$ cat config.mk
export PLATFORM = sky130hd
export DESIGN_NAME = lgb_ctrl
export DESIGN_NICKNAME = d
export VERILOG_FILES = /design/src/rtl/lgb_pkg.sv /design/src/rtl/lgb_ctrl.sv
export SDC_FILE = /design/constraint.sdc
export NUM_CORES = 1
export LEC_CHECK = 0
export BUFFER_PORTS_ARGS = -buffer_cell sky130_fd_sc_hd__buf_2
export CAP_MARGIN = 20
export CORE_AREA = 3 3 40 42
export CTS_CLUSTER_SIZE = 24
export DETAILED_ROUTE_END_ITERATION = 6
export DIE_AREA = 0 0 43 45
export GPL_TIMING_DRIVEN = 0
export MAX_ROUTING_LAYER = met4
export PLACE_DENSITY = 0.5
export SETUP_SLACK_MARGIN = 0.3
export SYNTH_ARGS = -nofsm -noshare
export SYNTH_HDL_FRONTEND = slang
export SYNTH_SLANG_ARGS = --single-unit
$ cat constraint.sdc
create_clock -name clk -period 1.9 [get_ports clk]
set_clock_uncertainty 0.15 [all_clocks]
set_input_delay 0.285 -clock clk [delete_from_list [all_inputs] [get_ports clk]]
set_output_delay 0.285 -clock clk [all_outputs]
set_load 0.05 [all_outputs]
$ cat src/rtl/lgb_pkg.sv
// Shared types, widths and constants of the lookahead goal bearing block.
package lgb_pkg;

    // Coordinate and arithmetic widths
    localparam int COORD_WIDTH      = 32;
    localparam int ANGLE_ITERATIONS = 16;
    localparam int CW    = COORD_WIDTH;
    localparam int DW    = CW + 1;          // difference of two coordinates
    localparam int LW    = CW - 1;          // lookahead
    localparam int SQW   = 2 * DW;          // squared difference
    localparam int SUMW  = SQW + 1;         // sum of two squares
    localparam int LSQW  = 2 * LW;          // squared lookahead
    localparam int NORM_BIT = 48;           // normalize until one magnitude reaches 2^48
    localparam int NW    = NORM_BIT + 1;    // normalized magnitude
    localparam int XW    = NORM_BIT + 5;    // CORDIC x/y with gain and sign
    localparam int ZW    = 32;              // angle accumulator, Q4.28
    localparam int IW    = $clog2(ANGLE_ITERATIONS);
    localparam int AW    = 28;              // atan table entry width
    localparam int BW    = 16;              // bearing, Q3.13
    localparam int MW    = 30;              // clamped angle magnitude
    localparam int FRAC_DROP = 15;          // Q28 -> Q13

    localparam logic signed [ZW-1:0] PI_Q28     = 32'sd843314857;
    localparam logic [MW:0]          ROUND_HALF = (MW+1)'(16384);

    // Configuration register indexes
    localparam logic [1:0] CFG_POSITION_X = 2'd0;
    localparam logic [1:0] CFG_POSITION_Y = 2'd1;
    localparam logic [1:0] CFG_LOOKAHEAD  = 2'd2;

    localparam logic [CW-1:0] POS_X_RESET     = CW'(0);
    localparam logic [CW-1:0] POS_Y_RESET     = CW'(-655360);
    localparam logic [LW-1:0] LOOKAHEAD_RESET = LW'(131072);

    typedef enum logic [2:0] {
        ST_IDLE,
        ST_ABS,
        ST_SQUARE,
        ST_COMPARE,
        ST_NORM,
        ST_CORDIC,
        ST_FINISH
    } lgb_state_t;

    typedef struct packed {
        logic capture;
        logic abs_load;
        logic square;
        logic norm_step;
        logic cordic_init;
        logic cordic_step;
        logic load_out;
    } lgb_cmd_t;

    typedef struct packed {
        logic far;
        logic last;
        logic zero;
        logic norm_done;
        logic iter_last;
    } lgb_status_t;

    // Rounded atan(2^-i) in Q28
    function automatic logic [AW-1:0] atan_q28(input logic [4:0] idx);
        logic [AW-1:0] v;
        unique case (idx)
            5'd0:    v = AW'(210828714);
            5'd1:    v = AW'(124459457);
            5'd2:    v = AW'(65760959);
            5'd3:    v = AW'(33381290);
            5'd4:    v = AW'(16755422);
            5'd5:    v = AW'(8385879);
            5'd6:    v = AW'(4193963);
            5'd7:    v = AW'(2097109);
            5'd8:    v = AW'(1048571);
            5'd9:    v = AW'(524287);
            5'd10:   v = AW'(262144);
            5'd11:   v = AW'(131072);
            5'd12:   v = AW'(65536);
            5'd13:   v = AW'(32768);
            5'd14:   v = AW'(16384);
            5'd15:   v = AW'(8192);
            5'd16:   v = AW'(4096);
            5'd17:   v = AW'(2048);
            5'd18:   v = AW'(1024);
            5'd19:   v = AW'(512);
            5'd20:   v = AW'(256);
            5'd21:   v = AW'(128);
            5'd22:   v = AW'(64);
            5'd23:   v = AW'(32);
            default: v = AW'(0);
        endcase
        return v;
    endfunction

endpackage

$ cat src/rtl/lgb_ctrl.sv
// Controller: sequences one point through the datapath and owns the pass and output flags.
module lgb_ctrl (
    input  logic                  clk,
    input  logic                  rst_n,
    input  logic                  point_valid,
    output logic                  point_stall,
    input  logic                  last_point,
    output logic                  goal_valid,
    input  logic                  goal_stall,
    input  lgb_pkg::lgb_status_t  status,
    output lgb_pkg::lgb_cmd_t     cmd
);

    lgb_pkg::lgb_state_t state_reg;
    lgb_pkg::lgb_state_t state_next;
    logic                answered_reg;
    logic                answered_next;
    logic                out_valid_reg;
    logic                out_valid_next;

    always_ff @(posedge clk or negedge rst_n)
    begin
        if (!rst_n)
        begin
            state_reg     <= lgb_pkg::ST_IDLE;
            answered_reg  <= 1'b0;
            out_valid_reg <= 1'b0;
        end
        else
        begin
            state_reg     <= state_next;
            answered_reg  <= answered_next;
            out_valid_reg <= out_valid_next;
        end
    end

    always_comb
    begin
        state_next    = state_reg;
        answered_next = answered_reg;
        cmd           = '0;
        unique case (state_reg)
            lgb_pkg::ST_IDLE:
            begin
                if (point_valid)
                begin
                    cmd.capture = 1'b1;
                    // Goal already sent this pass: drop the point, clear on the last one
                    if (answered_reg)
                    begin
                        if (last_point)
                            answered_next = 1'b0;
                    end
                    else
                        state_next = lgb_pkg::ST_ABS;
                end
            end
            lgb_pkg::ST_ABS:
            begin
                cmd.abs_load = 1'b1;
                state_next   = lgb_pkg::ST_SQUARE;
            end
            lgb_pkg::ST_SQUARE:
            begin
                cmd.square = 1'b1;
                state_next = lgb_pkg::ST_COMPARE;
            end
            lgb_pkg::ST_COMPARE:
            begin
                if (!status.far && !status.last)
                    state_next = lgb_pkg::ST_IDLE;
                else
                begin
                    answered_next = !status.last;
                    state_next    = status.zero ? lgb_pkg::ST_FINISH : lgb_pkg::ST_NORM;
                end
            end
            lgb_pkg::ST_NORM:
            begin
                if (status.norm_done)
                begin
                    cmd.cordic_init = 1'b1;
                    state_next      = lgb_pkg::ST_CORDIC;
                end
                else
                    cmd.norm_step = 1'b1;
            end
            lgb_pkg::ST_CORDIC:
            begin
                cmd.cordic_step = 1'b1;
                if (status.iter_last)
                    state_next = lgb_pkg::ST_FINISH;
            end
            lgb_pkg::ST_FINISH:
            begin
                // Hold until the output register is free or being emptied
                if (!(out_valid_reg && goal_stall))
                begin
                    cmd.load_out = 1'b1;
                    state_next   = lgb_pkg::ST_IDLE;
                end
            end
            default:
                state_next = lgb_pkg::ST_IDLE;
        endcase
        out_valid_next = cmd.load_out ? 1'b1 : (out_valid_reg && goal_stall);
    end

    assign point_stall = state_reg != lgb_pkg::ST_IDLE;
    assign goal_valid  = out_valid_reg;

    // A pending result is never overwritten
    a_no_overwrite: assert property (@(posedge clk) disable iff (!rst_n)
        cmd.load_out |-> !(out_valid_reg && goal_stall))
        else $error("result register loaded while a result is stalled");

    // A point arriving after the goal never starts the distance check
    a_drop_after_goal: assert property (@(posedge clk) disable iff (!rst_n)
        (state_reg == lgb_pkg::ST_IDLE && point_valid && answered_reg)
        |=> state_reg == lgb_pkg::ST_IDLE)
        else $error("point processed after goal was already sent");

    // A new result only comes out of the finish step
    a_valid_source: assert property (@(posedge clk) disable iff (!rst_n)
        $rose(out_valid_reg) |-> $past(state_reg) == lgb_pkg::ST_FINISH)
        else $error("result valid raised outside the finish step");

    // A result always ends the pass or marks it answered
    a_answered_set: assert property (@(posedge clk) disable iff (!rst_n)
        cmd.load_out |-> (answered_reg != status.last))
        else $error("answered flag inconsistent with emitted result");

endmodule

==> run_results.csv <==
group,metric,value,unit
outcome,status,"finished clean",
floorplanning,io_pins,19,
floorplanning,core_area,1280,µm²
finish,drive_gt1_share,64.9,%
grt,overflow,0,
critical_path,crit_fanout,4,
clock_tree,clock_path_buffers,2,
finish,layout_commonest_cell,"buf_2",
floorplanning,die_h,45,µm
power_and_ir_drop,combinationalPowerShare,74.5,%
clock_tree,tritoncts,"yes",
routing,avgViaCountPerCell,4.85,
critical_path,required,1.46,ns
place,dpl_cell_area,547,µm²
clock_tree,root_buffer,"clkbuf_4",
logic_synthesis,synth-seq-area-share,34.8,%
power_and_ir_drop,p_int,0.691,mW
grt,grt_max_degree,11,
logic_synthesis,syn-mean-instance-area,8.76,µm²
logic_synthesis,yosysWarnings,0,
timing,rsz0062_at_grt,"true",
logic_synthesis,syn_area,359,µm²
timing,tightestPinTransition,0.270,ns
routing,first_pass_iters,2,
floorplanning,die_x,43,µm
timing,maxSlewViolCount,0,
clock_tree,worst_skew_pair.late_latency,0.25,ns
timing,fmax,529,MHz
routing,ant_nets,0,
place,dp_slack,0.159,ns
power_and_ir_drop,total_power,1.28,mW
timing,final_hold_viol_count,0,
place,place.gp.congestion,0.696,
grt,antenna_found_initial,0,
run,maxCapViolCount,0,
power_and_ir_drop,power_frac_seq,15.5,%
place,dpl.hpwl,702,µm
timing,post-route-period-util,99.4,%
place,portBuffers,18,
logic_synthesis,synth_seq_cells,5,
power_and_ir_drop,p_per_area,1680,nW/µm²
routing,wl,1.11,mm
power_and_ir_drop,switching_share,46.0,%
routing,drt_iter0_markers,3,
floorplanning,start_util,27.9,%
timing,finalWorstPathRequiredPeriod,1.89,ns
logic_synthesis,syn_nets,51,
floorplanning,dieArea,1940,µm²
critical_path,arrival,1.45,ns
grt,grt_pass1_wl,1.99,mm
power_and_ir_drop,ir_worst_vdd,0.000756,V
min_path,hp-class,"primary input to flip-flop",
routing,route.detailed.drc,0,
finish,layout.nets,85,
finish,mostFrequentLayoutCells,"buf_2 (10), buf_6 (9), buf_4 (7)",
clock_tree,numCtsBuffers,3,
finish,fillers,113,
finish,largest_reg_flops,3,
clock_tree,clock_sinks,5,
grt,grt_pass1_vias,443,
grt,grt.total_usage,14.1,%
finish,diodes,0,
critical_path,start_kind,"flip-flop",
critical_path,cp-end-kind,"primary output",
timing,finalSetupViolCount,0,
routing,wl_per_cell,12.5,µm
logic_synthesis,synthCells,41,
critical_path,critPathKind,"flip-flop to primary output",
logic_synthesis,synth.distinct_cells,24,
finish,finalInstanceArea,763,µm²
power_and_ir_drop,switchingPower,0.589,mW
timing,relSlewSlack,81.9,%
timing,setup_slack,0.0108,ns
clock_tree,clk_pin_slew,0.06,ns
power_and_ir_drop,leakage,0.356,nW
floorplanning,rows,13,
clock_tree,htreeDepth,1,
routing,via_count,432,
power_and_ir_drop,clkPwrFrac,10.0,%
finish,syn2layout_area_growth,113,%
per-layer routing:
| metal | GRT usage [%] | share of wire (%) | vias to the layer above |
|---|---|---|---|
| li1 | - | - | 212 |
| met1 | 16.3 | 42 | 207 |
| met2 | 23.4 | 53 | 13 |
| met3 | 2.79 | 5.1 | 0 |
| met4 | 7.23 | 0 | 0 |
| met5 | - | 0 | - |
critical path, stage by stage, from the launching register on:
cell        delay, ns
dfrtp_1          0.41
or4b_4           0.57
clkinvlp_4       0.09
buf_8            0.14
repair_timing:
item,4_1_cts,5_1_grt
hold buffers,1,0
endpoints found under the setup margin,8,9
resized for setup,24,3
hold endpoints to repair,5,0
buffers inserted,7,3
pin swaps,3,1
layout make-up:
class	instances	area [µm²]	share of cell area [%]
repair buffers	29	253	33.1
plain buffers	3	40.0	5.25
inverters	4	18.8	2.46
flip-flops and latches	5	126	16.6
multi-input cells	29	279	36.6
well taps	15	18.8	2.46
clock buffers	3	22.5	2.95
clock inverters	1	5.00	0.656
power groups by stage:
stage               Clock, mW  Combinational, mW  Sequential (mW)
floorplan                   0              0.534            0.218
global placement            0              0.674            0.200
detailed placement          0              0.675            0.201
CTS                     0.128              0.885            0.196
global route            0.138               1.02            0.206
finish                  0.128              0.953            0.199
metrics by stage:
| step | hold slack, ns | cells | util, % | TNS [ns] |
|---|---|---|---|---|
| after floorplan | -0.161 | 41 | - | 0 |
| after global placement | -0.0483 | 74 | 42.6 | 0 |
| after detailed placement | -0.0477 | 74 | 42.6 | 0 |
| after CTS | 0.0972 | 86 | 56.0 | 0 |
| after global routing | 0.125 | 89 | 59.4 | -0.0408 |
| final | 0.0998 | 89 | 59.4 | 0 |
worst paths after layout:
| check | from | to | slack (ns) | cells past startpoint |
|---|---|---|---|---|
| worst max-delay path | state_reg[1] | cmd[6] | 0.01 | 3 |
| worst min-delay path | status[3] | answered_reg | 0.1 | 2 |
| worst max register to register | state_reg[1] | answered_reg | 0.28 | 4 |
| worst min register to register | goal_valid | goal_valid | 0.39 | 2 |
| max in group asynchronous | rst_n | goal_valid | 1.24 | 2 |
| min in group asynchronous | rst_n | state_reg[0] | 0.22 | 2 |
cell families after synthesis:
family          synth area share (%)
simple gates                    35.2
compound gates                  22.3
flops                           34.8
buf+inv                         7.66
Yosys cell counts:
cell type  number  area, µm²
a21oi_1         1       5.00
o32ai_1         1       8.76
and2b_1         1       7.51
nor4b_1         1       8.76
o21ai_0         3       15.0
o2bb2ai_1       1       8.76
nand3b_1        2       15.0
o211ai_2        1       12.5
buf_2           1       5.00
o21ai_1         1       5.00
or4b_4          1       13.8
a2bb2oi_2       1       15.0
nor4bb_1        1       10.0
inv_1           4       15.0
a32o_1          1       10.0
or3_1           1       6.26
nor2_1          1       3.75
nor3b_1         2       15.0
nor2b_1         1       6.26
clkbuf_1        2       7.51
nand2b_1        3       18.8
dfrtp_1         5        125
and2_1          1       6.26
nand2_1         4       15.0
(Power assumes the default switching activity.)
